[config.mk]
export PLATFORM = sky130hd
export DESIGN_NAME = loose_octree_placement
export DESIGN_NICKNAME = d
export VERILOG_FILES = /design/src/hw/rtl/lop_pkg.sv /design/src/hw/rtl/lop_cfg.sv /design/src/hw/rtl/lop_dp.sv /design/src/hw/rtl/lop_ctrl.sv /design/src/hw/rtl/loose_octree_placement.sv
export VERILOG_INCLUDE_DIRS = /design/src /design/src/hw/rtl
export SDC_FILE = /design/constraint.sdc
export NUM_CORES = 2
export LEC_CHECK = 0
export ABC_AREA = 1
export BUFFER_PORTS_ARGS = -buffer_cell sky130_fd_sc_hd__buf_2
export CORE_ASPECT_RATIO = 1.2
export CORE_UTILIZATION = 26
export CTS_BUF_LIST = sky130_fd_sc_hd__clkbuf_4
export CTS_CLUSTER_DIAMETER = 100
export DETAILED_ROUTE_END_ITERATION = 8
export MAX_ROUTING_LAYER = met4
export SLEW_MARGIN = 20
export SYNTH_ARGS = -nofsm -noshare
export SYNTH_HDL_FRONTEND = slang
export SYNTH_HIERARCHICAL = 1
export SYNTH_SLANG_ARGS = --single-unit
[constraint.sdc]
create_clock -name clk -period 9.8 [get_ports clk]
set_input_delay 1.96 -clock clk [delete_from_list [all_inputs] [get_ports clk]]
set_output_delay 1.96 -clock clk [all_outputs]
set_load 0.005 [all_outputs]
[src/hw/rtl/assert_macros.svh]
// Assertion helpers for the RTL files that check their own behavior.
// Both macros sample on the rising edge of clk and stay quiet while rst_n is low.
`ifndef ASSERT_MACROS_SVH
`define ASSERT_MACROS_SVH

// Same-cycle implication: whenever ante holds, cons must hold as well.
`define ASSERT_SAME(label, ante, cons, msg) \
    label: assert property (@(posedge clk) disable iff (!rst_n) (ante) |-> (cons)) \
        else $error(msg);

// Next-cycle implication: whenever ante holds, cons must hold in the cycle after.
`define ASSERT_NEXT(label, ante, cons, msg) \
    label: assert property (@(posedge clk) disable iff (!rst_n) (ante) |=> (cons)) \
        else $error(msg);

`endif

[src/hw/rtl/lop_pkg.sv]
package lop_pkg;

    localparam int COORD_W    = 32;
    localparam int WIDE_W     = COORD_W + 3;
    localparam int NUM_AXES   = 3;
    localparam int LEVEL_W    = 4;
    localparam int MAX_LEVELS = 8;
    localparam int PATH_W     = 24;
    localparam int GROUP_W    = 3;
    localparam int CFG_IDX_W  = 3;
    localparam int IN_DATA_W  = 2 * NUM_AXES * COORD_W;
    localparam int OUT_DATA_W = 32;

    localparam logic [COORD_W-1:0] ROOT_MIN_RST = 32'hFFC1_8000;
    localparam logic [COORD_W-1:0] ROOT_MAX_RST = 32'h003E_8000;
    localparam logic [LEVEL_W-1:0] LIMIT_RST    = 4'd8;

    typedef enum logic [CFG_IDX_W-1:0] {
        REG_ROOT_MIN_X   = 3'd0,
        REG_ROOT_MIN_Y   = 3'd1,
        REG_ROOT_MIN_Z   = 3'd2,
        REG_ROOT_MAX_X   = 3'd3,
        REG_ROOT_MAX_Y   = 3'd4,
        REG_ROOT_MAX_Z   = 3'd5,
        REG_LEVEL_LIMIT  = 3'd6
    } cfg_reg_t;

    typedef enum logic [1:0] {
        ST_IDLE,
        ST_RUN,
        ST_HOLD
    } ctrl_state_t;

    typedef struct packed {
        logic [NUM_AXES-1:0][COORD_W-1:0] root_min;
        logic [NUM_AXES-1:0][COORD_W-1:0] root_max;
        logic [LEVEL_W-1:0]               level_limit;
    } cfg_t;

    typedef struct packed {
        logic load;
        logic step;
        logic out_load;
    } ctrl_cmd_t;

    typedef struct packed {
        logic done;
    } dp_status_t;

    // Sign-extends a coordinate to the internal working width.
    function automatic logic signed [WIDE_W-1:0] sx(input logic [COORD_W-1:0] v);
        return {{(WIDE_W - COORD_W){v[COORD_W-1]}}, v};
    endfunction

endpackage

[src/hw/rtl/lop_cfg.sv]
module lop_cfg
(
    input  logic                           clk,
    input  logic                           rst_n,
    input  logic                           cfg_valid,
    output logic                           cfg_ready,
    input  logic [lop_pkg::CFG_IDX_W-1:0]  cfg_index,
    input  logic [lop_pkg::COORD_W-1:0]    cfg_data,
    output lop_pkg::cfg_t                  cfg
);

    lop_pkg::cfg_t cfg_reg;
    lop_pkg::cfg_t cfg_next;

    assign cfg_ready = 1'b1;
    assign cfg       = cfg_reg;

    always_comb
    begin
        cfg_next = cfg_reg;
        if (cfg_valid)
        begin
            case (cfg_index)
                lop_pkg::REG_ROOT_MIN_X:  cfg_next.root_min[0] = cfg_data;
                lop_pkg::REG_ROOT_MIN_Y:  cfg_next.root_min[1] = cfg_data;
                lop_pkg::REG_ROOT_MIN_Z:  cfg_next.root_min[2] = cfg_data;
                lop_pkg::REG_ROOT_MAX_X:  cfg_next.root_max[0] = cfg_data;
                lop_pkg::REG_ROOT_MAX_Y:  cfg_next.root_max[1] = cfg_data;
                lop_pkg::REG_ROOT_MAX_Z:  cfg_next.root_max[2] = cfg_data;
                lop_pkg::REG_LEVEL_LIMIT:
                    cfg_next.level_limit = cfg_data[lop_pkg::LEVEL_W-1:0];
                default:                  cfg_next = cfg_reg;
            endcase
        end
    end

    always_ff @(posedge clk or negedge rst_n)
    begin
        if (!rst_n)
        begin
            for (int a = 0; a < lop_pkg::NUM_AXES; a++)
            begin
                cfg_reg.root_min[a] <= lop_pkg::ROOT_MIN_RST;
                cfg_reg.root_max[a] <= lop_pkg::ROOT_MAX_RST;
            end
            cfg_reg.level_limit <= lop_pkg::LIMIT_RST;
        end
        else
        begin
            cfg_reg <= cfg_next;
        end
    end

endmodule

[src/hw/rtl/lop_dp.sv]
module lop_dp
(
    input  logic                                            clk,
    input  logic                                            rst_n,
    input  lop_pkg::cfg_t                                   cfg,
    input  logic [lop_pkg::NUM_AXES-1:0][lop_pkg::COORD_W-1:0] in_min,
    input  logic [lop_pkg::NUM_AXES-1:0][lop_pkg::COORD_W-1:0] in_max,
    input  logic                                            in_occ,
    input  lop_pkg::ctrl_cmd_t                              cmd,
    output lop_pkg::dp_status_t                             status,
    output logic [lop_pkg::LEVEL_W-1:0]                     depth,
    output logic [lop_pkg::PATH_W-1:0]                      child_path
);

    // Working octant and box, one level of descent per step.
    logic [lop_pkg::NUM_AXES-1:0][lop_pkg::COORD_W-1:0] omin_reg, omin_next;
    logic [lop_pkg::NUM_AXES-1:0][lop_pkg::COORD_W-1:0] omax_reg, omax_next;
    logic [lop_pkg::NUM_AXES-1:0][lop_pkg::COORD_W-1:0] bmin_reg, bmin_next;
    logic [lop_pkg::NUM_AXES-1:0][lop_pkg::COORD_W-1:0] bmax_reg, bmax_next;
    logic                                occ_reg, occ_next;
    logic [lop_pkg::LEVEL_W-1:0]         level_reg, level_next;
    logic [lop_pkg::LEVEL_W-1:0]         limit_reg, limit_next;
    logic [lop_pkg::PATH_W-1:0]          path_reg, path_next;
    logic [lop_pkg::LEVEL_W-1:0]         depth_reg, depth_next;
    logic [lop_pkg::PATH_W-1:0]          opath_reg, opath_next;

    logic signed [lop_pkg::WIDE_W-1:0] omin_w [lop_pkg::NUM_AXES];
    logic signed [lop_pkg::WIDE_W-1:0] omax_w [lop_pkg::NUM_AXES];
    logic signed [lop_pkg::WIDE_W-1:0] bmin_w [lop_pkg::NUM_AXES];
    logic signed [lop_pkg::WIDE_W-1:0] bmax_w [lop_pkg::NUM_AXES];
    logic signed [lop_pkg::WIDE_W-1:0] half_w [lop_pkg::NUM_AXES];
    logic signed [lop_pkg::WIDE_W-1:0] quarter_w [lop_pkg::NUM_AXES];
    logic signed [lop_pkg::WIDE_W-1:0] lmin_w [lop_pkg::NUM_AXES];
    logic signed [lop_pkg::WIDE_W-1:0] lmax_w [lop_pkg::NUM_AXES];
    logic signed [lop_pkg::WIDE_W-1:0] ocen_w [lop_pkg::NUM_AXES];
    logic signed [lop_pkg::WIDE_W-1:0] bcen_w [lop_pkg::NUM_AXES];
    logic [lop_pkg::NUM_AXES-1:0]      stay_axis;
    logic [lop_pkg::GROUP_W-1:0]       idx;
    logic                              at_root;
    logic                              stay;
    logic [lop_pkg::LEVEL_W-1:0]       limit_eff;

    assign at_root = (level_reg == '0);

    // Per-axis stay test and child selection for the current octant.
    always_comb
    begin
        for (int a = 0; a < lop_pkg::NUM_AXES; a++)
        begin
            omin_w[a]    = lop_pkg::sx(omin_reg[a]);
            omax_w[a]    = lop_pkg::sx(omax_reg[a]);
            bmin_w[a]    = lop_pkg::sx(bmin_reg[a]);
            bmax_w[a]    = lop_pkg::sx(bmax_reg[a]);
            half_w[a]    = (omax_w[a] - omin_w[a]) >>> 1;
            quarter_w[a] = half_w[a] >>> 1;
            lmin_w[a]    = omin_w[a] - half_w[a];
            lmax_w[a]    = omax_w[a] + half_w[a];
            ocen_w[a]    = (omin_w[a] + omax_w[a]) >>> 1;
            bcen_w[a]    = (bmin_w[a] + bmax_w[a]) >>> 1;
            stay_axis[a] = ((bmax_w[a] - bmin_w[a]) >= half_w[a])
                        || (bmin_w[a] <= (omin_w[a] - quarter_w[a]))
                        || (bmax_w[a] >= (omax_w[a] + quarter_w[a]))
                        || (at_root && ((bmin_w[a] < lmin_w[a]) || (bmax_w[a] > lmax_w[a])
                                     || (bmax_w[a] < lmin_w[a]) || (bmin_w[a] > lmax_w[a])));
            idx[a]       = (bcen_w[a] >= ocen_w[a]);
        end
    end

    assign stay        = (|stay_axis) || (at_root && !occ_reg);
    assign status.done = stay || (level_reg >= limit_reg);

    // A limit of zero still allows one level; anything deeper is clipped.
    always_comb
    begin
        if (cfg.level_limit == '0)
        begin
            limit_eff = lop_pkg::LEVEL_W'(1);
        end
        else if (cfg.level_limit > lop_pkg::LEVEL_W'(lop_pkg::MAX_LEVELS))
        begin
            limit_eff = lop_pkg::LEVEL_W'(lop_pkg::MAX_LEVELS);
        end
        else
        begin
            limit_eff = cfg.level_limit;
        end
    end

    always_comb
    begin
        omin_next  = omin_reg;
        omax_next  = omax_reg;
        bmin_next  = bmin_reg;
        bmax_next  = bmax_reg;
        occ_next   = occ_reg;
        level_next = level_reg;
        limit_next = limit_reg;
        path_next  = path_reg;
        depth_next = depth_reg;
        opath_next = opath_reg;

        if (cmd.load)
        begin
            omin_next  = cfg.root_min;
            omax_next  = cfg.root_max;
            bmin_next  = in_min;
            bmax_next  = in_max;
            occ_next   = in_occ;
            level_next = '0;
            limit_next = limit_eff;
            path_next  = '0;
        end
        else if (cmd.step)
        begin
            for (int a = 0; a < lop_pkg::NUM_AXES; a++)
            begin
                if (idx[a])
                begin
                    omin_next[a] = ocen_w[a][lop_pkg::COORD_W-1:0];
                end
                else
                begin
                    omax_next[a] = ocen_w[a][lop_pkg::COORD_W-1:0];
                end
            end
            if (level_reg < lop_pkg::LEVEL_W'(lop_pkg::MAX_LEVELS))
            begin
                path_next = path_reg
                          | (lop_pkg::PATH_W'(idx) << (lop_pkg::GROUP_W * level_reg));
            end
            level_next = level_reg + lop_pkg::LEVEL_W'(1);
        end

        if (cmd.out_load)
        begin
            depth_next = level_reg;
            opath_next = path_reg;
        end
    end

    always_ff @(posedge clk or negedge rst_n)
    begin
        if (!rst_n)
        begin
            level_reg <= '0;
            limit_reg <= lop_pkg::LIMIT_RST;
        end
        else
        begin
            level_reg <= level_next;
            limit_reg <= limit_next;
        end
    end

    always_ff @(posedge clk)
    begin
        omin_reg  <= omin_next;
        omax_reg  <= omax_next;
        bmin_reg  <= bmin_next;
        bmax_reg  <= bmax_next;
        occ_reg   <= occ_next;
        path_reg  <= path_next;
        depth_reg <= depth_next;
        opath_reg <= opath_next;
    end

    assign depth      = depth_reg;
    assign child_path = opath_reg;

endmodule

[src/hw/rtl/lop_ctrl.sv]
module lop_ctrl
(
    input  logic                 clk,
    input  logic                 rst_n,
    input  logic                 s_tvalid,
    output logic                 s_tready,
    output logic                 m_tvalid,
    input  logic                 m_tready,
    input  lop_pkg::dp_status_t  status,
    output lop_pkg::ctrl_cmd_t   cmd
);

    lop_pkg::ctrl_state_t state_reg, state_next;
    logic                 out_valid_reg, out_valid_next;
    logic                 out_free;

    // The result register can take a new beat when empty or being drained.
    assign out_free = !out_valid_reg || m_tready;

    always_comb
    begin
        state_next = state_reg;
        case (state_reg)
            lop_pkg::ST_IDLE:
            begin
                if (s_tvalid)
                begin
                    state_next = lop_pkg::ST_RUN;
                end
            end
            lop_pkg::ST_RUN:
            begin
                if (status.done)
                begin
                    state_next = out_free ? lop_pkg::ST_IDLE : lop_pkg::ST_HOLD;
                end
            end
            lop_pkg::ST_HOLD:
            begin
                if (out_free)
                begin
                    state_next = lop_pkg::ST_IDLE;
                end
            end
            default:
            begin
                state_next = lop_pkg::ST_IDLE;
            end
        endcase
    end

    always_comb
    begin
        cmd      = '0;
        s_tready = 1'b0;
        case (state_reg)
            lop_pkg::ST_IDLE:
            begin
                s_tready = 1'b1;
                cmd.load = s_tvalid;
            end
            lop_pkg::ST_RUN:
            begin
                cmd.step     = !status.done;
                cmd.out_load = status.done && out_free;
            end
            lop_pkg::ST_HOLD:
            begin
                cmd.out_load = out_free;
            end
            default:
            begin
                cmd = '0;
            end
        endcase
    end

    always_comb
    begin
        if (cmd.out_load)
        begin
            out_valid_next = 1'b1;
        end
        else if (m_tready)
        begin
            out_valid_next = 1'b0;
        end
        else
        begin
            out_valid_next = out_valid_reg;
        end
    end

    always_ff @(posedge clk or negedge rst_n)
    begin
        if (!rst_n)
        begin
            state_reg     <= lop_pkg::ST_IDLE;
            out_valid_reg <= 1'b0;
        end
        else
        begin
            state_reg     <= state_next;
            out_valid_reg <= out_valid_next;
        end
    end

    assign m_tvalid = out_valid_reg;

endmodule

[src/hw/rtl/loose_octree_placement.sv]
// Loose octree placement: each input beat carries one axis-aligned box and an occludee
// flag, and each output beat reports the octant that should hold the box, as a depth
// (0 is the root) and a path of 3-bit child indices, level one in the lowest bits.
// The block handles one box at a time. The accepting edge loads the box and the root
// bounds. After that, a single shared per-level unit works on each level in turn, from
// the root down to the chosen octant. At each level it tests whether the box stays or
// the level limit is reached and, if neither, narrows the octant to the chosen child.
// The input reopens as soon as the current result sits in the output register, even
// if that result has not yet been taken. If the previous result is still waiting when
// a new one is ready, the new one is held and the input stays closed until the output
// register frees up. The root bounds and level limit are written through the
// configuration port, which is always ready; write it only while no box is in flight.
// After reset the root spans -1000.0 to +1000.0 on every axis and the level limit is
// eight.

`include "assert_macros.svh"

module loose_octree_placement
(
    input  logic                                 clk,
    input  logic                                 rst_n,

    // Input boxes.
    input  logic                                 s_tvalid,
    output logic                                 s_tready,
    // s_tdata, from bit 0 up: box_min_x, box_min_y, box_min_z,
    // box_max_x, box_max_y, box_max_z (32 bits each).
    input  logic [lop_pkg::IN_DATA_W-1:0]        s_tdata,
    // s_tuser: is_occludee.
    input  logic                                 s_tuser,

    // Placement results.
    output logic                                 m_tvalid,
    input  logic                                 m_tready,
    // m_tdata, from bit 0 up: depth (4 bits), child_path (24 bits), 4 zero bits.
    output logic [lop_pkg::OUT_DATA_W-1:0]       m_tdata,

    // Configuration writes.
    input  logic                                 cfg_valid,
    output logic                                 cfg_ready,
    input  logic [lop_pkg::CFG_IDX_W-1:0]        cfg_index,
    input  logic [lop_pkg::COORD_W-1:0]          cfg_data
);

    lop_pkg::cfg_t                                       cfg;
    lop_pkg::ctrl_cmd_t                                  cmd;
    lop_pkg::dp_status_t                                 status;
    logic [lop_pkg::NUM_AXES-1:0][lop_pkg::COORD_W-1:0]  in_min;
    logic [lop_pkg::NUM_AXES-1:0][lop_pkg::COORD_W-1:0]  in_max;
    logic [lop_pkg::LEVEL_W-1:0]                         depth;
    logic [lop_pkg::PATH_W-1:0]                          child_path;

    // Split the input beat into min and max corners.
    assign in_min = s_tdata[lop_pkg::NUM_AXES*lop_pkg::COORD_W-1:0];
    assign in_max = s_tdata[lop_pkg::IN_DATA_W-1:lop_pkg::NUM_AXES*lop_pkg::COORD_W];

    lop_cfg u_cfg
    (
        .clk       (clk),
        .rst_n     (rst_n),
        .cfg_valid (cfg_valid),
        .cfg_ready (cfg_ready),
        .cfg_index (cfg_index),
        .cfg_data  (cfg_data),
        .cfg       (cfg)
    );

    lop_ctrl u_ctrl
    (
        .clk      (clk),
        .rst_n    (rst_n),
        .s_tvalid (s_tvalid),
        .s_tready (s_tready),
        .m_tvalid (m_tvalid),
        .m_tready (m_tready),
        .status   (status),
        .cmd      (cmd)
    );

    lop_dp u_dp
    (
        .clk        (clk),
        .rst_n      (rst_n),
        .cfg        (cfg),
        .in_min     (in_min),
        .in_max     (in_max),
        .in_occ     (s_tuser),
        .cmd        (cmd),
        .status     (status),
        .depth      (depth),
        .child_path (child_path)
    );

    // The output beat is zero-padded up to a whole number of bytes.
    assign m_tdata = {(lop_pkg::OUT_DATA_W - lop_pkg::PATH_W - lop_pkg::LEVEL_W)'(0),
                      child_path, depth};

    // Only one box is in flight, so accepting a beat closes the input side.
    `ASSERT_NEXT(a_single_box, s_tvalid && s_tready, !s_tready, "second box accepted while busy")
    // Loading the result register always presents a beat on the next cycle.
    `ASSERT_NEXT(a_load_shows, cmd.out_load, m_tvalid, "result loaded but not presented")
    // The reported depth never exceeds the deepest level the octree supports.
    `ASSERT_SAME(a_depth_max, m_tvalid, depth <= lop_pkg::LEVEL_W'(lop_pkg::MAX_LEVELS), "depth too large")
    // A box kept at the root has an empty child path.
    `ASSERT_SAME(a_root_path, m_tvalid && (depth == '0), child_path == '0, "root result has a path")

endmodule
==> metrics.cfg <==
[setup_path]
regToRegStartpoint = u_dp/omin_reg[49]$_DFFE_PP_
cp.arrival_ns = 10.15
end_kind = flip-flop
crit_type = reg -> reg
critPathMaxFanout = 32
cp_slowest_cell = a2111oi_0
required_ns = 10.58
critPathLaunchType = flip-flop
max_stage_delay_ns = 0.60
critical-path-top-delay-family = simple AND/OR/NAND/NOR gates
crit_start = u_dp/omin_reg[49]$_DFFE_PP_
cp_num_buf_inv = 6
cp_common_cell = nand2_1

[clock_tree]
post-cts-setup-buffers = 0
cts_root_buf = clkbuf_4
htree_levels = 4
cts.path.max_buffers = 4
holdBufCountCts = 0
cts_made_buffers = 181
cts_tree = built
clock-sinks = 644
clk_latency_ns = 1.33
clk_pin_slew_ns = 0.07

[yosys]
syn-cell-area_sq_um = 81620
yosysMostFrequentCell = nand2_1
synth.top_cells.by_count = nand2_1, ha_1, inv_1
ys_types = 84
netlist_top_cells_area = ha_1, edfxtp_1, nand2_1, a21oi_1, inv_1
synth_edf_count = 413
synthCells = 11246
avgSynthCellArea_sq_um = 7.258
seq_area_frac_synth_pct = 22.22
synth_top_area_share_pct = 23.33
synth_ff_type = edfxtp_1
synth_async_sr_flop_share_pct = 32.14
synth-seq-cells = 644
yosysWarningCount = 6
yosys.area.top_type = ha_1

[final_layout]
largest_reg_flops = 196
nNetsFinal = 13322
drive_above_1_share_pct = 8.601
fin_util_pct = 28.92
num-fill-cells = 34461
area_delta_synth_final_pct = 10.82

[sta]
worstMarginPinSlew_ns = 1.236
fin_crit_ns = 9.370
grt_setup_unrepaired = no
slew_headroom_pct = 16.70
finalSetupTns_ns = 0
fin_skew_ns = 0.2402
drv_slew = 0
hold_violations = 0
fmax_ghz = 0.1067
setup_viol = 0
fin_crit_sh_pct = 95.61

[grt]
track_usage_pct = 20.57
grt_pass1_wl_microns = 474100
grt_max_degree = 120
antenna_found_initial = 44
grt_overflow = 0
grt_pass1_vias = 76062

[detailed_routing]
drt_wl_total_microns = 325800
vias = 77977
vias_per_cell = 4.899
dr.pass1.iters = 7
drcViolationCount = 0
routedWlPerCell_microns = 20.47
drt_iter0_drc = 5886
drtAntennaViolNets = 0

[floorplan]
initial_utilization_pct = 26.10
ioPinCount = 268
dieArea_sq_um = 316200
core_area_sq_um = 312800
die_h_microns = 615.8
fp-row-count = 225
die_x_microns = 513.5

[place]
port_buffers = 262
dp_hpwl_microns = 277300
gp_congestion = 1.030

[min_path]
worstHoldStart = u_dp/path_reg[7]$_SDFFE_PP0P_
hp-class = reg -> reg

[status]
run_status = finished clean

[run]
drv_cap = 0

[what timing repair did]
item	4_1_cts	5_1_grt
cloned	0	0
pin swaps	0	1
endpoints found under the setup margin	231	248
gates resized for setup	5	19
[worst paths after layout]
kind	slack [ns]	endpoint	cells past startpoint
worst max-delay path	0.43	u_dp/omax_reg[91]$_DFFE_PP_	44
worst min register to register	0.39	u_dp/child_path[7]$_DFFE_PP_	0
worst min-delay path	0.39	u_dp/child_path[7]$_DFFE_PP_	0
max in group asynchronous	7.78	u_cfg/cfg[174]$_DFFE_PN0P_	2
worst max register to register	0.43	u_dp/omax_reg[91]$_DFFE_PP_	44
min in group asynchronous	0.70	u_cfg/cfg[63]$_DFFE_PN0P_	1
[metrics by stage]
step	hold WS [ns]	cells	setup WS (ns)	area (sq um)
finish	0.3928	15916	0.4300	90450
global route	0.4017	15914	0.0005880	90440
CTS	0.4131	15884	0.04716	90280
detailed placement	0.4185	15559	-0.3283	87940
global placement	0.4171	15559	-0.3081	87940
floorplan	0.4082	11249	0.8312	81630
[cell families after synthesis]
family / Yosys count / synth area share [%]
AOI/OAI and AO/OA: 2175 / 15.44
xor gates and xnor gates: 616 / 6.675
adders and majority gates: 1546 / 23.92
buffers and inverters: 1691 / 8.007
DFF: 644 / 22.22
other: 2 / 0.009201
and+or+nand+nor: 4572 / 23.73
[layout by cell type (no fill, tap or decap), drive strengths merged, types with 151 or more instances in the layout]
cell and n:
edfxtp 413, nor2 666, inv 1456, nand4 197
xor2 429, nand2 2850, nand3 529, clkbuf 278
a21oi 1197, dfrtp 151, buf 339, xnor2 187
ha 1522, o21ai 450
[metal layers]
metal  track usage [%]  part of all wire (%)  wire [microns]
met1             24.32                    42          136700
met2             33.96                    47          152300
met3             2.478                   5.2           16850
met4             10.99                   6.1           19980
met5                 -                     0               0
[worst register-to-register path, delay by kind of cell, from the launching register on]
kind	cells	cell delay, ns
AND/OR/NAND/NOR	26	3.45
AO/OA/AOI/OAI	6	1.77
adder cells (fa/ha/maj)	3	1.20
XOR/XNOR	3	1.08
buffers and inverters	6	0.87
flip-flops	1	0.48
[area by class of cell]
type | count | area (sq um) | share of cell area, %
Clock inverter | 48 | 236.5 | 0.2615
Inverter | 1462 | 5497 | 6.077
Sequential cell | 644 | 18130 | 20.05
Antenna cell | 32 | 80.08 | 0.08853
Tap cell | 4199 | 5254 | 5.809
Timing Repair Buffer | 340 | 2018 | 2.231
Multi-Input combinational cell | 8914 | 57150 | 63.19
Clock buffer | 277 | 2079 | 2.299
Power is left out: the tool's default activity adds up to more than one toggle a clock period on the data nets, which glitch-free logic cannot reach.
